===== src/sv/assert_macros.svh =====
// Assertion shorthands shared by the RTL.
// Both macros use i_clk as the sampling clock and are disabled while i_rst_n is low.
// Properties passed to the macros must not contain commas.
`ifndef ASSERT_MACROS_SVH
`define ASSERT_MACROS_SVH

// Same-cycle implication.
`define ERW_ASSERT_NOW(label, ante, cons, msg) \
    label: assert property (@(posedge i_clk) disable iff (!i_rst_n) (ante) |-> (cons)) \
        else $error(msg);

// Next-cycle implication.
`define ERW_ASSERT_NEXT(label, ante, cons, msg) \
    label: assert property (@(posedge i_clk) disable iff (!i_rst_n) (ante) |=> (cons)) \
        else $error(msg);

`endif


===== src/sv/erw_pkg.sv =====
package erw_pkg;

    // Defaults for the top-level parameters.
    localparam int DEF_MAX_DATA_BYTES = 64;
    localparam int DEF_ADDRESS_BITS   = 16;

    // Input modes.
    localparam logic [2:0] MODE_SCAN_START  = 3'd0;
    localparam logic [2:0] MODE_SCAN_SIG    = 3'd1;
    localparam logic [2:0] MODE_LOAD_BYTE   = 3'd2;
    localparam logic [2:0] MODE_WRITE_START = 3'd3;
    localparam logic [2:0] MODE_READY_TICK  = 3'd4;
    localparam logic [2:0] MODE_READ_ADDR   = 3'd5;

    // Memory commands.
    localparam logic [1:0] CMD_NONE  = 2'd0;
    localparam logic [1:0] CMD_READ  = 2'd1;
    localparam logic [1:0] CMD_WRITE = 2'd2;

    // Slot signatures.
    localparam logic [7:0] SIG_CURRENT = 8'hAA;
    localparam logic [7:0] SIG_STALE   = 8'h55;

    // Phase codes. PHASE_SCAN together with busy marks a running scan.
    localparam logic [1:0] PHASE_DATA  = 2'd0;
    localparam logic [1:0] PHASE_SIG   = 2'd1;
    localparam logic [1:0] PHASE_STALE = 2'd2;
    localparam logic [1:0] PHASE_SCAN  = 2'd3;

    // Configuration register indexes.
    localparam int         CFG_ADDR_BITS    = 1;
    localparam logic [0:0] CFG_DATA_BYTES   = 1'd0;
    localparam logic [0:0] CFG_LAST_ADDRESS = 1'd1;

    localparam logic [6:0]  RST_DATA_BYTES   = 7'd16;
    localparam logic [15:0] RST_LAST_ADDRESS = 16'd1023;

    typedef struct packed {
        logic [2:0] mode;
        logic [5:0] index;
        logic [7:0] value;
    } t_item;

    typedef struct packed {
        logic [1:0]  command;
        logic [15:0] command_address;
        logic [7:0]  command_data;
        logic        status;
        logic        done_res;
        logic        record_valid;
    } t_result;

    function automatic int idx_bits(int depth);
        return (depth > 1) ? $clog2(depth) : 1;
    endfunction

endpackage


===== src/sv/erw_ram.sv =====
module erw_ram #(
    parameter int WIDTH = 8,
    parameter int DEPTH = 64
) (
    input  logic                                       i_clk,
    input  logic                                       i_we,
    input  logic [(DEPTH > 1 ? $clog2(DEPTH) : 1)-1:0] i_waddr,
    input  logic [WIDTH-1:0]                           i_wdata,
    input  logic                                       i_re,
    input  logic [(DEPTH > 1 ? $clog2(DEPTH) : 1)-1:0] i_raddr,
    output logic [WIDTH-1:0]                           o_rdata
);

    logic [WIDTH-1:0] r_mem [DEPTH];
    logic [WIDTH-1:0] r_rdata;

    // Read-first: a read at the address being written returns the old word.
    always_ff @(posedge i_clk) begin
        if (i_we) begin
            r_mem[i_waddr] <= i_wdata;
        end
        if (i_re) begin
            r_rdata <= r_mem[i_raddr];
        end
    end

    assign o_rdata = r_rdata;

endmodule


===== src/sv/erw_core.sv =====
module erw_core #(
    parameter int MAX_DATA_BYTES = 64,
    parameter int ADDRESS_BITS   = 16
) (
    input  logic                                               i_clk,
    input  logic                                               i_rst_n,
    input  logic                                               i_step,
    input  erw_pkg::t_item                                     i_item,
    input  logic [6:0]                                         i_data_bytes,
    input  logic [15:0]                                        i_last_address,
    input  logic [7:0]                                         i_buf_byte,
    output erw_pkg::t_result                                   o_result,
    output logic                                               o_buf_we,
    output logic [erw_pkg::idx_bits(MAX_DATA_BYTES)-1:0]       o_buf_waddr,
    output logic [erw_pkg::idx_bits(MAX_DATA_BYTES)-1:0]       o_next_offset
);
    import erw_pkg::*;

    localparam int AB = ADDRESS_BITS;
    localparam int SW = ADDRESS_BITS + 9;
    localparam int IW = idx_bits(MAX_DATA_BYTES);
    localparam logic [15:0] ADDR_MAX = 16'((32'd1 << ADDRESS_BITS) - 1);

    logic [AB-1:0] r_cur, n_cur;
    logic [AB-1:0] r_probe, n_probe;
    logic [AB-1:0] r_ws, n_ws;
    logic [AB-1:0] r_wp, n_wp;
    logic          r_known, n_known;
    logic [1:0]    r_phase, n_phase;
    logic          r_busy, n_busy;

    logic [AB-1:0] eff_last;
    logic [SW-1:0] eff_w, slot_w;
    logic [SW-1:0] cur_next, probe_next, fill, read_addr;
    logic          cur_fits, probe_fits, fill_done;
    logic          scanning, writing, idx_ok, start_ok;
    logic [AB-1:0] start;
    t_result       res;

    assign eff_last = (i_last_address > ADDR_MAX) ? ADDR_MAX[AB-1:0] : i_last_address[AB-1:0];
    assign eff_w    = SW'(eff_last);
    assign slot_w   = SW'(i_data_bytes) + SW'(1);

    // A slot at address a fits when a + S - 1 <= last address.
    assign cur_next   = SW'(r_cur) + slot_w;
    assign cur_fits   = (cur_next + slot_w - SW'(1)) <= eff_w;
    assign probe_next = SW'(r_probe) + slot_w;
    assign probe_fits = (probe_next + slot_w - SW'(1)) <= eff_w;

    assign fill      = SW'(AB'(r_wp - r_ws));
    assign fill_done = fill == SW'(i_data_bytes);
    assign read_addr = SW'(r_cur) + SW'(i_item.index) + SW'(1);

    assign scanning = r_busy && (r_phase == PHASE_SCAN);
    assign writing  = r_busy && (r_phase != PHASE_SCAN);
    assign idx_ok   = 32'(i_item.index) < MAX_DATA_BYTES;
    assign start_ok = (i_data_bytes != 7'd0) && (32'(i_data_bytes) <= MAX_DATA_BYTES)
                      && (slot_w <= eff_w);
    assign start    = (r_known && cur_fits) ? AB'(cur_next) : '0;

    always_comb begin
        n_cur    = r_cur;
        n_probe  = r_probe;
        n_ws     = r_ws;
        n_wp     = r_wp;
        n_known  = r_known;
        n_phase  = r_phase;
        n_busy   = r_busy;
        o_buf_we = 1'b0;
        res      = '{command: CMD_NONE, command_address: 16'd0, command_data: 8'd0,
                     status: 1'b1, done_res: 1'b0, record_valid: 1'b0};
        if (i_step) begin
            unique case (i_item.mode)
                MODE_SCAN_START: begin
                    if (!writing) begin
                        n_busy      = 1'b1;
                        n_phase     = PHASE_SCAN;
                        n_probe     = '0;
                        n_known     = 1'b0;
                        res.command = CMD_READ;
                        res.status  = 1'b0;
                    end
                end
                MODE_SCAN_SIG: begin
                    if (scanning) begin
                        if (i_item.value == SIG_CURRENT) begin
                            n_cur        = r_probe;
                            n_known      = 1'b1;
                            n_busy       = 1'b0;
                            n_phase      = PHASE_DATA;
                            res.status   = 1'b0;
                            res.done_res = 1'b1;
                        end else if (i_item.value == SIG_STALE && probe_fits) begin
                            n_probe             = AB'(probe_next);
                            res.command         = CMD_READ;
                            res.command_address = 16'(probe_next);
                            res.status          = 1'b0;
                        end else begin
                            n_known      = 1'b0;
                            n_busy       = 1'b0;
                            n_phase      = PHASE_DATA;
                            res.done_res = 1'b1;
                        end
                    end
                end
                MODE_LOAD_BYTE: begin
                    if (!r_busy && idx_ok) begin
                        o_buf_we   = 1'b1;
                        res.status = 1'b0;
                    end
                end
                MODE_WRITE_START: begin
                    if (!r_busy && start_ok) begin
                        n_ws                = start;
                        n_wp                = start + AB'(1);
                        n_phase             = PHASE_DATA;
                        n_busy              = 1'b1;
                        res.command         = CMD_WRITE;
                        res.command_address = 16'(start + AB'(1));
                        res.command_data    = i_buf_byte;
                        res.status          = 1'b0;
                    end
                end
                MODE_READY_TICK: begin
                    if (writing) begin
                        res.status = 1'b0;
                        if (fill_done) begin
                            if (r_phase == PHASE_DATA) begin
                                n_phase             = PHASE_SIG;
                                res.command         = CMD_WRITE;
                                res.command_address = 16'(r_ws);
                                res.command_data    = SIG_CURRENT;
                            end else if (r_phase == PHASE_SIG && r_known) begin
                                n_phase             = PHASE_STALE;
                                res.command         = CMD_WRITE;
                                res.command_address = 16'(r_cur);
                                res.command_data    = SIG_STALE;
                            end else begin
                                n_cur        = r_ws;
                                n_known      = 1'b1;
                                n_busy       = 1'b0;
                                n_phase      = PHASE_DATA;
                                res.done_res = 1'b1;
                            end
                        end else begin
                            n_wp                = r_wp + AB'(1);
                            res.command         = CMD_WRITE;
                            res.command_address = 16'(r_wp + AB'(1));
                            res.command_data    = i_buf_byte;
                        end
                    end
                end
                MODE_READ_ADDR: begin
                    if (!r_busy && r_known && ({1'b0, i_item.index} < i_data_bytes)) begin
                        res.command         = CMD_READ;
                        res.command_address = 16'(read_addr);
                        res.status          = 1'b0;
                    end
                end
                default: begin
                end
            endcase
        end
        res.record_valid = n_known;
    end

    always_ff @(posedge i_clk) begin
        if (!i_rst_n) begin
            r_cur   <= '0;
            r_probe <= '0;
            r_ws    <= '0;
            r_wp    <= '0;
            r_known <= 1'b0;
            r_phase <= PHASE_DATA;
            r_busy  <= 1'b0;
        end else begin
            r_cur   <= n_cur;
            r_probe <= n_probe;
            r_ws    <= n_ws;
            r_wp    <= n_wp;
            r_known <= n_known;
            r_phase <= n_phase;
            r_busy  <= n_busy;
        end
    end

    assign o_result      = res;
    assign o_buf_waddr   = IW'(i_item.index);
    // Buffer offset that the next ready tick will send, taken from the state
    // as it stands after this step.
    assign o_next_offset = IW'(AB'(n_wp - n_ws));

endmodule


===== src/sv/eeprom_record_ring_writer.sv =====
// Wear-leveling record ring writer.
// Items enter on the input channel (i_in_valid / o_in_ready with i_mode, i_index,
// i_value) and every item produces exactly one result transfer on the output channel
// (o_out_valid / i_out_ready with the command fields, status, done and record flags).
// Each item is registered on entry, evaluated combinationally against the ring state,
// and the result is registered: a result passes through the input register and the
// result register; one item per cycle is sustained while the receiver keeps taking
// results. The packet buffer is a small RAM with registered read; its read is launched
// when an item is taken, so a data byte is ready when the item is evaluated.
// When the receiver stalls, the result register holds and the input register still
// takes one more item; after that o_in_ready drops until the result is taken.
// Configuration writes (i_cfg_we, i_cfg_addr, i_cfg_wdata) take effect at once and
// are expected only while the block is idle.
// Reset clears the ring state (no known record, no scan or write running), empties
// both registers and loads the register defaults. The packet buffer is not cleared.
`include "assert_macros.svh"

module eeprom_record_ring_writer #(
    parameter int MAX_DATA_BYTES = erw_pkg::DEF_MAX_DATA_BYTES,
    parameter int ADDRESS_BITS   = erw_pkg::DEF_ADDRESS_BITS
) (
    input  logic                              i_clk,
    input  logic                              i_rst_n,
    // Configuration write port.
    input  logic                              i_cfg_we,
    input  logic [erw_pkg::CFG_ADDR_BITS-1:0] i_cfg_addr,
    input  logic [15:0]                       i_cfg_wdata,
    // Input channel.
    input  logic                              i_in_valid,
    output logic                              o_in_ready,
    input  logic [2:0]                        i_mode,
    input  logic [5:0]                        i_index,
    input  logic [7:0]                        i_value,
    // Output channel.
    output logic                              o_out_valid,
    input  logic                              i_out_ready,
    output logic [1:0]                        o_command,
    output logic [15:0]                       o_command_address,
    output logic [7:0]                        o_command_data,
    output logic                              o_status,
    output logic                              o_done_res,
    output logic                              o_record_valid
);
    import erw_pkg::*;

    localparam int IW = idx_bits(MAX_DATA_BYTES);

    // Configuration registers.
    logic [6:0]  r_data_bytes;
    logic [15:0] r_last_address;

    // Input and result registers.
    logic    r_in_valid;
    t_item   r_item;
    logic    r_out_valid;
    t_result r_result;

    logic    w_take;
    logic    w_step;
    t_result w_result;

    // Packet buffer signals.
    logic          w_buf_we;
    logic [IW-1:0] w_buf_waddr;
    logic [IW-1:0] w_next_offset;
    logic [IW-1:0] w_buf_raddr;
    logic [7:0]    w_ram_q;
    logic          r_byp_hit;
    logic [7:0]    r_byp_data;
    logic [7:0]    w_buf_byte;

    always_ff @(posedge i_clk) begin
        if (!i_rst_n) begin
            r_data_bytes   <= RST_DATA_BYTES;
            r_last_address <= RST_LAST_ADDRESS;
        end else if (i_cfg_we) begin
            unique case (i_cfg_addr)
                CFG_DATA_BYTES:   r_data_bytes   <= i_cfg_wdata[6:0];
                CFG_LAST_ADDRESS: r_last_address <= i_cfg_wdata;
                default: begin
                end
            endcase
        end
    end

    // An item moves from the input register into the result register whenever
    // the result register is empty or its content is taken in the same cycle.
    assign w_step     = r_in_valid && (!r_out_valid || i_out_ready);
    assign o_in_ready = !r_in_valid || w_step;
    assign w_take     = i_in_valid && o_in_ready;

    always_ff @(posedge i_clk) begin
        if (!i_rst_n) begin
            r_in_valid  <= 1'b0;
            r_out_valid <= 1'b0;
        end else begin
            if (w_take) begin
                r_in_valid <= 1'b1;
            end else if (w_step) begin
                r_in_valid <= 1'b0;
            end
            if (w_step) begin
                r_out_valid <= 1'b1;
            end else if (i_out_ready) begin
                r_out_valid <= 1'b0;
            end
        end
    end

    always_ff @(posedge i_clk) begin
        if (w_take) begin
            r_item <= '{mode: i_mode, index: i_index, value: i_value};
        end
        if (w_step) begin
            r_result <= w_result;
        end
    end

    erw_core #(
        .MAX_DATA_BYTES (MAX_DATA_BYTES),
        .ADDRESS_BITS   (ADDRESS_BITS)
    ) u_core (
        .i_clk          (i_clk),
        .i_rst_n        (i_rst_n),
        .i_step         (w_step),
        .i_item         (r_item),
        .i_data_bytes   (r_data_bytes),
        .i_last_address (r_last_address),
        .i_buf_byte     (w_buf_byte),
        .o_result       (w_result),
        .o_buf_we       (w_buf_we),
        .o_buf_waddr    (w_buf_waddr),
        .o_next_offset  (w_next_offset)
    );

    // A write start sends buffer byte 0; a ready tick sends the byte at the
    // offset the write pointer reaches. The read uses the state left by the
    // item being evaluated in the same cycle.
    assign w_buf_raddr = (i_mode == MODE_WRITE_START) ? '0 : w_next_offset;

    erw_ram #(
        .WIDTH (8),
        .DEPTH (MAX_DATA_BYTES)
    ) u_buf (
        .i_clk   (i_clk),
        .i_we    (w_buf_we),
        .i_waddr (w_buf_waddr),
        .i_wdata (r_item.value),
        .i_re    (w_take),
        .i_raddr (w_buf_raddr),
        .o_rdata (w_ram_q)
    );

    // The RAM returns the old byte when a load and a read meet at one address
    // in the same cycle, so the freshly loaded byte is forwarded here.
    always_ff @(posedge i_clk) begin
        if (!i_rst_n) begin
            r_byp_hit <= 1'b0;
        end else if (w_take) begin
            r_byp_hit <= w_buf_we && (w_buf_waddr == w_buf_raddr);
        end
    end

    always_ff @(posedge i_clk) begin
        if (w_take) begin
            r_byp_data <= r_item.value;
        end
    end

    assign w_buf_byte = r_byp_hit ? r_byp_data : w_ram_q;

    assign o_out_valid       = r_out_valid;
    assign o_command         = r_result.command;
    assign o_command_address = r_result.command_address;
    assign o_command_data    = r_result.command_data;
    assign o_status          = r_result.status;
    assign o_done_res        = r_result.done_res;
    assign o_record_valid    = r_result.record_valid;

    // A rejected item never issues a memory command.
    `ERW_ASSERT_NOW(a_bad_no_command, r_out_valid && r_result.status,
        r_result.command == CMD_NONE, "rejected item carries a memory command")

    // A finished scan or write that succeeded leaves a known record.
    `ERW_ASSERT_NOW(a_done_known, r_out_valid && r_result.done_res && !r_result.status,
        r_result.record_valid, "successful completion without a known record")

    // An evaluated item always lands in the result register.
    `ERW_ASSERT_NEXT(a_step_fills_out, w_step, r_out_valid,
        "evaluated item did not reach the result register")

endmodule


===== config.mk =====
export PLATFORM = sky130hd
export DESIGN_NAME = eeprom_record_ring_writer
export DESIGN_NICKNAME = d
export VERILOG_FILES = /design/src/sv/erw_pkg.sv /design/src/sv/erw_ram.sv /design/src/sv/erw_core.sv /design/src/sv/eeprom_record_ring_writer.sv
export VERILOG_INCLUDE_DIRS = /design/src /design/src/sv
export SDC_FILE = /design/constraint.sdc
export NUM_CORES = 1
export LEC_CHECK = 0
export BUFFER_PORTS_ARGS = -buffer_cell sky130_fd_sc_hd__buf_2
export CAP_MARGIN = 20
export CORE_ASPECT_RATIO = 1.4
export CORE_MARGIN = 5
export CORE_UTILIZATION = 60
export CTS_CLUSTER_SIZE = 40
export DETAILED_ROUTE_END_ITERATION = 10
export PLACE_DENSITY = 0.77
export SLEW_MARGIN = 15
export SYNTH_ARGS = -nofsm -noshare
export SYNTH_HDL_FRONTEND = slang
export SYNTH_SLANG_ARGS = --single-unit

===== constraint.sdc =====
create_clock -name i_clk -period 10.6 [get_ports i_clk]
set_clock_uncertainty 0.15 [all_clocks]
set_input_delay 3.18 -clock i_clk [delete_from_list [all_inputs] [get_ports i_clk]]
set_output_delay 3.18 -clock i_clk [all_outputs]
set_load 0.01 [all_outputs]

# Word level (Yosys, flattened, before mapping)
# Memories as Yosys holds them, arrays and structs flattened. A register that Yosys moved wholly into a read port is not among the register bits.
# Cells that the tools add are included.
totals:
  ram_bits: 512
  input_bits: 39
  regBits: 148
  out_inout_bits: 31
  memories: 1
  elab_cells: 186
mem_list:
  columns: ["name", "depth", "width", "read_ports", "rd_ports_with_merged_regs", "wr", "line_no", "text"]
  rows:
  - ["u_buf.r_mem", 64, 8, 1, 1, 1, "erw_ram.sv:14", "logic [WIDTH-1:0] r_mem [DEPTH];"]
op_classes:
  add_sub_neg: 13
  n_reduce_logical: 32
  mux: 87
  magnitude_cmp: 6
  n_eq_ne: 24
  bitwise: 1
op_table:
  columns: ["cell", "count"]
  rows:
  - ["16-bit two-way mux", 19]
  - ["16-bit case mux with 2 select lines", 3]
  - ["26-bit two-way mux", 3]
  - ["25-bit by 16-bit less-or-equal comparator with 1-bit output", 3]
  - ["16-bit case mux with 4 select lines", 1]
  - ["16-bit by 25-bit adder with 25-bit output", 2]
  - ["25-bit adder", 2]
  - ["25-bit by 1-bit subtractor with 25-bit output (second input constant)", 2]
  - ["16-bit by 1-bit adder with 16-bit output (second input constant)", 3]
  - ["18-bit two-way mux", 2]
  - ["1-bit two-way mux", 35]
  - ["17-bit two-way mux", 2]
  - ["28-bit two-way mux", 1]
  - ["27-bit two-way mux", 1]
  - ["2-bit two-way mux", 11]
  - ["16-bit by 6-bit adder with 16-bit output", 1]
  - ["16-bit by 7-bit equality test with 1-bit output", 1]
  - ["16-bit > comparator (second input constant)", 1]
  - ["8-bit case mux with 2 select lines", 1]
  - ["8-bit AND reduction", 2]
  - ["16-bit subtractor", 1]
  - ["1-bit logical AND", 13]
  - ["2-bit by 1-bit inequality test with 1-bit output (second input constant)", 6]
  - ["2-bit inequality test (second input constant)", 5]
  - ["32 further kinds", 42]

# Longest topological paths before layout
# Gate-level depths: netlist of the first run.
depth:
  ltp_word: 15
  ltp_mapped: 48
  depth_no_buf: 44

# Hierarchy
# A second synthesis of the first run with hierarchy kept.
hier_totals:
  hier_cells: 2597
  hier_area_um2: 33428.3
by_module_without_submodules:
  columns: ["mod", "area_per_inst_um2", "cells_each", "seq_area_each_um2", "n_inst"]
  rows:
  - ["erw_ram", 20270.7, 972, 15615.0, 1]
  - ["erw_core", 10291.1, 1419, 1361.3, 1]
  - ["eeprom_record_ring_writer", 2866.5, 206, 2142.1, 1]

# Worst setup path before layout of the first run
# Ideal clock, no wire load.
synth_timing:
  path_kind: "register to register"
  from: "register r_data_bytes[0]"
  to: "register u_buf.r_rdata[5], in the netlist u_buf.o_rdata[5], read port of u_buf.r_mem (data pin)"
  t_required_ps: 10183
  period_less_slack_ps: 8928
  t_arrival_ps: 8511
  slack_ps: 1672
  setup_time_ps: 267
  stages_incl_launch_ff: 46
  n_path_buf: 6
  cell_sequence: "dfxtp_1 -> ha_1 -> nand3_1 -> xnor2_1 -> ha_1 -> a21o_1 -> o211ai_1 -> nand2_1 -> xor2_1 -> inv_1 -> ha_1 -> inv_1 -> ha_1 -> a21oi_1 -> o211ai_1 -> nand4_1 -> and2_1 -> o21ai_0 -> [... 10 more ...] -> clkbuf_1 -> and2_1 -> ha_1 -> a22oi_1 -> o22ai_1 -> inv_1 -> fa_1 -> nand2b_1 -> clkbuf_1 -> clkbuf_1 -> buf_1 -> buf_1 -> clkbuf_1 -> nand3_1 -> a311oi_1 -> a21oi_1 -> nand4_1 -> nand4b_1"
synth_via:
  elab_chain_cells: 13
  word_cells_on_any_way: 25
  classes_between: "add/sub (6); order compare (3); eq/ne (1); mux (10); reduce/logical (5)"
synth_rtl:
  columns: ["element", "line_no", "text"]
  rows:
  - ["start, declared", "eeprom_record_ring_writer.sv:49", "logic [6:0] r_data_bytes;"]
  - ["start signal, assigned", "eeprom_record_ring_writer.sv:78", "CFG_DATA_BYTES: r_data_bytes <= i_cfg_wdata[6:0];"]
  - ["7-bit by 1-bit adder with 8-bit output", "erw_core.sv:42", "assign slot_w = SW'(i_data_bytes) + SW'(1);"]
  - ["16-bit by 25-bit adder with 25-bit output", "erw_core.sv:45", "assign cur_next = SW'(r_cur) + slot_w;"]
  - ["25-bit adder", "erw_core.sv:46", "assign cur_fits = (cur_next + slot_w - SW'(1)) <= eff_w;"]
  - ["25-bit by 1-bit subtractor with 25-bit output", "erw_core.sv:46", null]
  - ["25-bit by 16-bit less-or-equal comparator with 1-bit output", "erw_core.sv:46", null]
  - ["1-bit logical AND", "erw_core.sv:59", "assign start = (r_known && cur_fits) ? AB'(cur_next) : '0;"]
  - ["16-bit two-way mux", "erw_core.sv:59", null]
  - ["16-bit by 1-bit adder with 16-bit output", "erw_core.sv:115", "n_wp = start + AB'(1);"]
  - ["16-bit two-way mux", "erw_core.sv:113", "if (!r_busy && start_ok) begin"]
  - ["16-bit case mux with 2 select lines *", "erw_core.sv:73", "unique case (i_item.mode)"]
  - ["16-bit two-way mux *", "erw_core.sv:72", "if (i_step) begin"]
  - ["net u_core.n_wp[1]", "erw_core.sv:27", "logic [AB-1:0] r_wp, n_wp;"]
  - ["6-bit subtractor *", "erw_core.sv:191", "assign o_next_offset = IW'(AB'(n_wp - n_ws));"]
  - ["6-bit two-way mux *", "eeprom_record_ring_writer.sv:139", "assign w_buf_raddr = (i_mode == MODE_WRITE_START) ? '0 : w_next_offset;"]
  - ["end, declared", "erw_ram.sv:15", "logic [WIDTH-1:0] r_rdata;"]
# The timed path passes the listed nets; every way through them passes the cells marked *.
# A chain may end at the register's enable or synchronous reset.

# Worst setup path in the final report of the first run
layout_timing:
  from: "register r_data_bytes[0]"
  to: "register u_buf.r_rdata[0], in the netlist u_buf.o_rdata[0], read port of u_buf.r_mem (data pin)"
# Same word-level chain as after synthesis.

==> results.sh, run 1 <==
export IMPL_dr_pass1_iters=6
export IMPL_p_per_area_nw_per_um2=151
export IMPL_synthTopCellsByArea="edfxtp_1 (51%), dfxtp_1 (5.5%), ha_1 (5.3%)"
export IMPL_seq_power_share_pct=51.2
export IMPL_clk_pin_slew_ns=0.07
export IMPL_gr_total_overflow=0
export IMPL_vdd_drop_max_v=0.000155
export IMPL_hold_buffers=0
export IMPL_netlist_area_leader_share_pct=50.7
export IMPL_clk_path_buf_depth=3
export IMPL_slew_headroom_pct=29.0
export IMPL_timing_rr_end="u_buf.o_rdata[0]"
export IMPL_r2r_slack_ns=0.62
export IMPL_ios=70
export IMPL_startpoint="r_data_bytes[0]"
export IMPL_arrival_ns=10.22
export IMPL_switching_share_pct=23.1
export IMPL_maxSlewViolCount=0
export IMPL_vias=25600
export IMPL_clkLatencyLatePin_ns=0.64
export IMPL_place_inst=3818
export IMPL_wl_per_cell_um=25.9
export IMPL_required_ns=10.83
export IMPL_grt_pass1_vias=25400
export IMPL_r2r_start="r_data_bytes[0]"
export IMPL_p_int_uw=4340
export IMPL_rows=103
export IMPL_tns_ns=0
export IMPL_clock_sinks=668
export IMPL_rsz0062_at_grt="false"
export IMPL_min_path_cells=2
export IMPL_numCtsBuffers=60
export IMPL_fmax_ghz=0.100
export IMPL_drc_errors=0
export IMPL_grt_pass1_wl_mm=152
export IMPL_end_kind="flip-flop"
export IMPL_dp_hpwl_mm=69.2
export IMPL_p_clk_share_pct=40.3
export IMPL_postRouteAntennaNets=0
export IMPL_clock_root_buffer="clkbuf_16"
export IMPL_hold_path_class="reg -> reg"
export IMPL_finalHoldViolations=0
export IMPL_async_reset_ff_share_pct=0
export IMPL_reg2reg_depth=41
export IMPL_hold_start="r_last_address[10]"
export IMPL_cap_violations=0
export IMPL_yosys_area_top_type="edfxtp_1"
export IMPL_cellLeakagePower_uw=0.0134
export IMPL_core_area_sq_um=56300
export IMPL_place_congestion=0.994
export IMPL_worstMarginPinSlew_ns=1.07
export IMPL_synth_main_ff_cell="edfxtp_1"
export IMPL_cts_tree="built"
export IMPL_postSynthAreaPerCell_sq_um=10.8
export IMPL_start_kind="flip-flop"
export IMPL_p_switching_uw=1300
export IMPL_synth_cell_area_sq_um=34000
export IMPL_fin_crit_sh_pct=94.2
export IMPL_grt_max_degree=129
export IMPL_track_usage_pct=32.3
export IMPL_period_needed_ns=9.98
export IMPL_ys_types=78
export IMPL_h_tree_depth=2
export IMPL_final_cells=3933
export IMPL_syn_inst=3140
export IMPL_power_uw=5640
export IMPL_antenna_found_initial=0
export IMPL_die_h_um=292
export IMPL_slowest_delay_ns=0.69
export IMPL_first_iter_violations=2709
export IMPL_criticalPathCategory="reg -> reg"
export IMPL_yosys_warnings=0
export IMPL_wirelength_mm=102
export IMPL_nNetsFinal=3337
export IMPL_initial_core_util_pct=60.4
export IMPL_critPathMaxFanout=23
export IMPL_outcome="completed"
export IMPL_holdWs_ns=0.346
export IMPL_p_comb_share_pct=8.5
export IMPL_area_growth_pct=9.67
export IMPL_ys_ff_latch=668
export IMPL_setup_viol=0
export IMPL_via_per_inst=6.51
export IMPL_drive_gt1_share_pct=8.29
export IMPL_crit_slowest_cell="fa_4"
export IMPL_hold_path_end="r_last_address[10]"
export IMPL_die_area_sq_um=61600
export IMPL_yosysSeqAreaShare_pct=56.2
export IMPL_numPortBuffers=69
export IMPL_crit_top_cell="ha_1"
export IMPL_die_w_um=211
export IMPL_synthesis_nets=3330
export IMPL_synth_edf_count=574
## cells in the mapped netlist (all sizes together) (23+ instances only)
| cell type | n |
|---|---|
| a22oi | 26 |
| mux2i | 55 |
| inv | 135 |
| nand4 | 50 |
| ha | 144 |
| edfxtp | 574 |
| dfxtp | 94 |
| a211oi | 50 |
| nand3 | 157 |
| nor2 | 151 |
| nor2b | 126 |
| xnor2 | 88 |
| a311oi | 58 |
| and2 | 26 |
| a31oi | 38 |
| nand2 | 442 |
| o211ai | 45 |
| o31ai | 23 |
| buf | 44 |
| nand2b | 36 |
| a21oi | 111 |
| clkbuf | 144 |
| a21o | 23 |
| o2111ai | 28 |
| o21ai | 154 |
| xor2 | 36 |
| nor3 | 75 |
## worst max-delay path by stage
stage / to / slack, ns
final: u_buf.o_rdata[0] / 0.62
after CTS: u_buf.o_rdata[1] / 0.39
after floorplan: u_buf.o_rdata[5] / 1.67
after detailed placement: u_buf.o_rdata[1] / 0.44
after global placement: u_buf.o_rdata[5] / 0.48
after global routing: u_buf.o_rdata[3] / 0.06
## registers in the layout (all words and copies together) (netlist names)
register,flops
o_command,2
o_command_address,16
o_command_data,8
o_done_res,1
o_out_valid,1
o_record_valid,1
o_status,1
r_byp_data,8
r_byp_hit,1
r_data_bytes,7
r_in_valid,1
r_item,17
r_last_address,16
u_buf.o_rdata,8
u_buf.r_mem,512
u_core.r_busy,1
u_core.r_cur,16
u_core.r_known,1
u_core.r_phase,2
u_core.r_probe,16
u_core.r_wp,16
u_core.r_ws,16
## kinds of logic after synthesis
kind of cell / synth area share [%]
AOI/OAI and AO/OA: 13.2
xor gates and xnor gates: 3.21
DFF: 56.2
and+or+nand+nor: 16.5
adders and majority gates: 5.71
buffers and inverters: 3.63
muxes: 1.65
## cells in the final DEF, fill, tap and decap left out, drive strengths merged, types with 8 or more instances in the layout
cell / instances
edfxtp: 574
nand2: 442
nand3: 157
o21ai: 154
nor2: 152
ha: 144
inv: 135
buf: 131
nor2b: 126
a21oi: 111
dfxtp: 94
xnor2: 88
nor3: 75
clkbuf: 69
a311oi: 58
mux2i: 55
nand4: 50
a211oi: 50
o211ai: 45
a31oi: 38
nand2b: 37
xor2: 36
o2111ai: 28
clkinv: 27
a22oi: 26
and2: 26
a21o: 23
o31ai: 23
o22ai: 22
o211a: 19
nor4: 18
and3: 15
o21a: 15
nand4b: 14
a21boi: 14
bufinv: 10
or4b: 9
nand3b: 8
## power by group through the flow
stage / logic (uW) / registers, uW / clock network [uW]
4_1_cts: 472 / 2890 / 2300
3_5_place_dp: 469 / 2950 / 0
5_1_grt: 521 / 2890 / 2420
3_3_place_gp: 454 / 2940 / 0
6_report: 478 / 2890 / 2270
2_1_floorplan: 299 / 2960 / 0
## per-stage QoR
step           worst slack [ns]  util, %  area [sq um]
2_1_floorplan              1.67        -         34000
3_3_place_gp              0.484     62.5         35200
3_5_place_dp              0.440     62.5         35200
4_1_cts                   0.395     66.2         37300
5_1_grt                  0.0631     66.3         37300
6_report                  0.616     66.3         37300
## area by class of cell
cell class | count | area, sq um
fill | 4264 | 19000
inverter | 135 | 507
timing repair buffer | 131 | 893
sequential | 668 | 19100
clock buffer | 69 | 1560
tap | 735 | 920
clock inverter | 42 | 507
antenna | 2 | 5.00
multi-input combinational | 2151 | 13800
## metal layers
layer	global-route usage, %	up-vias	share of wire, %
met5	0	-	0
met4	23.6	0	9.3
met3	4.17	410	6.3
met2	56.2	1271	50
met1	36.1	12300	34
li1	-	11600	-
## critical path, delay by kind of cell, from the launching register on
family          cells  cell delay [ns]
compound gates     12             2.57
xor+xnor            3             0.60
fa+ha+maj           7             2.46
buf+inv             5             0.92
flops               1             0.49
mux                 1             0.16
simple gates       13             2.38
## repair_timing
action	4_1_cts	5_1_grt
gates resized for setup	0	9
setup buffers	0	0
setup endpoints to repair	0	9
Note: power is estimated with default switching activity, not from simulation.
==> run 2: changes to the inputs <==
--- a/config.mk
+++ b/config.mk
@@ -8,7 +8,7 @@
 export LEC_CHECK = 0
 export BUFFER_PORTS_ARGS = -buffer_cell sky130_fd_sc_hd__buf_2
 export CAP_MARGIN = 20
-export CORE_ASPECT_RATIO = 1.4
+export CORE_ASPECT_RATIO = 0.7
 export CORE_MARGIN = 5
 export CORE_UTILIZATION = 60
 export CTS_CLUSTER_SIZE = 40
==> run 2 against run 1 <==
Utilization increased by 0.39 points. Highest routed layer is now met5. Non-clock buffer count increased by 9. Register-to-register slack got worse by 0.28 ns. Critical path type unchanged. Routed wire length increased by 6.8%.
==> results.sh, run 2 (synthesis gave the netlist of run 1 again) <==
export IMPL_worstMarginPinSlew_ns=1.22
export IMPL_slew_headroom_pct=18.0
export IMPL_p_clk_share_pct=41.5
export IMPL_vias=26900
export IMPL_crit_buf_inv=7
export IMPL_setup_viol=0
export IMPL_critPathMaxFanout=18
export IMPL_place_congestion=1.01
export IMPL_hold_path_class="reg -> reg"
export IMPL_crit_slowest_cell="fa_4"
export IMPL_wl_per_cell_um=27.4
export IMPL_nFillCells=4189
export IMPL_grt_pass1_wl_mm=158
export IMPL_crit_family="adder cells"
export IMPL_outcome="completed"
export IMPL_clock_sinks=668
export IMPL_required_ns=10.80
export IMPL_startpoint="r_data_bytes[0]"
export IMPL_dr_pass1_iters=9
export IMPL_rows=73
export IMPL_postRouteAntennaNets=0
export IMPL_top_regs="u_buf.r_mem: 512 flops, r_item: 17 flops"
export IMPL_vdd_drop_max_v=0.000124
export IMPL_fin_crit_sh_pct=96.8
export IMPL_postCtsSetupBuffers=0
export IMPL_largest_register_ffs=512
export IMPL_largest_register="u_buf.r_mem"
export IMPL_drc_errors=0
export IMPL_crit_top_cell="ha_1"
export IMPL_holdWs_ns=0.350
export IMPL_final_common_cell="edfxtp_1"
export IMPL_die_h_um=209
export IMPL_r2r_start="r_data_bytes[0]"
export IMPL_drive_gt1_share_pct=8.96
export IMPL_p_comb_share_pct=8.4
export IMPL_slowest_delay_ns=1.02
export IMPL_cap_violations=0
export IMPL_finalHoldViolations=0
export IMPL_ios=70
export IMPL_p_int_uw=4400
export IMPL_cp_num_cells=43
export IMPL_grt_pass1_vias=24400
export IMPL_track_usage_pct=34.0
export IMPL_end_kind="flip-flop"
export IMPL_place_area_sq_um=35300
export IMPL_hold_buffers=0
export IMPL_fmax_ghz=0.0975
export IMPL_reg2reg_depth=43
export IMPL_core_area_sq_um=56400
export IMPL_period_needed_ns=10.26
export IMPL_first_iter_violations=4494
export IMPL_gr_total_overflow=0
export IMPL_timing_rr_end="u_buf.o_rdata[4]"
export IMPL_maxSlewViolCount=0
export IMPL_dp_hpwl_mm=74.2
export IMPL_final_cell_mix="edfxtp_1 (574), nand2_1 (442), nand3_1 (157), o21ai_0 (147), nor2_1 (146)"
export IMPL_initial_core_util_pct=60.3
export IMPL_start_kind="flip-flop"
export IMPL_criticalPathCategory="reg -> reg"
export IMPL_via_per_inst=6.77
export IMPL_switching_share_pct=24.1
export IMPL_clock_root_buffer="clkbuf_16"
export IMPL_antenna_found_initial=1
export IMPL_h_tree_depth=3
export IMPL_clkLatencyLatePin_ns=0.62
export IMPL_die_w_um=295
export IMPL_cts_tree="built"
export IMPL_cellLeakagePower_uw=0.0135
export IMPL_min_path_cells=2
export IMPL_seq_power_share_pct=50.0
export IMPL_fin_area_sq_um=37600
export IMPL_nNetsFinal=3353
export IMPL_p_switching_uw=1390
export IMPL_grt_max_degree=128
export IMPL_numPortBuffers=69
export IMPL_area_growth_pct=10.6
export IMPL_clk_path_buf_depth=3
export IMPL_worstSetupEndpoint="u_buf.o_rdata[4]"
export IMPL_numCtsBuffers=66
export IMPL_arrival_ns=10.46
export IMPL_r2r_slack_ns=0.34
export IMPL_die_area_sq_um=61700
export IMPL_wirelength_mm=109
export IMPL_p_per_area_nw_per_um2=154
export IMPL_clk_pin_slew_ns=0.07
run 2: cell types whose count changed in the layout (fill, tap and decap cells not counted), sizes merged:
cell,change
inv,+6
clkbuf,+13
nand2b,+1
bufinv,-3
clkinvlp,+1
buf,+8
clkinv,-8
run 2: how the worst min path moves through the flow:
stage,from,endpoint,slack [ns]
floorplan,r_last_address[12],r_last_address[12],0.31
finish,r_last_address[10],r_last_address[10],0.35
detailed placement,r_last_address[10],r_last_address[10],0.34
global placement,r_last_address[12],r_last_address[12],0.33
CTS,u_core.r_probe[7],u_core.r_probe[7],0.35
global route,u_core.r_probe[7],u_core.r_probe[7],0.37
run 2: per-layer routing:
| metal | track usage [%] | share of wire, % | vias up |
|---|---|---|---|
| met2 | 42.7 | 38 | 2015 |
| met3 | 14.5 | 17 | 203 |
| li1 | - | - | 11700 |
| met5 | 0 | 0.014 | - |
| met1 | 54.6 | 43 | 13000 |
| met4 | 6.30 | 2.0 | 2 |
run 2: cell type report:
class / instances / area [sq um] / share of cell area [%]
inverters: 135 / 507 / 1.35
clock inverters: 38 / 448 / 1.19
flip-flops and latches: 668 / 19100 / 50.8
multi-input cells: 2152 / 13900 / 36.9
diodes: 2 / 5.00 / 0.0133
well taps: 750 / 938 / 2.49
repair buffers: 140 / 1010 / 2.70
clock buffers: 81 / 1730 / 4.59
run 2: stage by stage:
step                      setup TNS [ns]  power, uW  utilization (%)  instances  setup WS, ns
final                                  0       5790             66.7       3966         0.341
after global routing              -0.129       5940             66.7       3964       -0.0433
after CTS                              0       5780             66.4       3960         0.127
after detailed placement               0       3420             62.5       3841         0.199
after global placement                 0       3400             62.5       3840         0.389
after floorplan                        0       3250                -       3140          1.67
run 2: tightest hold or removal path, delay by kind of cell (launching register included):
family,cells,cell delay [ns]
and+or+nand+nor,1,0.05
DFF,1,0.33
AOI/OAI and AO/OA,1,0.07
run 2: power by group through the flow:
| stage | combinational [uW] | sequential [uW] | clock (uW) |
|---|---|---|---|
| 6_report | 488 | 2900 | 2410 |
| 5_1_grt | 527 | 2890 | 2520 |
| 4_1_cts | 473 | 2890 | 2420 |
| 3_5_place_dp | 469 | 2950 | 0 |
| 3_3_place_gp | 454 | 2950 | 0 |
| 2_1_floorplan | 299 | 2960 | 0 |
run 2: what timing repair did:
item,in CTS,in global routing
gates resized for setup,0,22
setup endpoints to repair,0,9
endpoints found under the hold margin,0,0
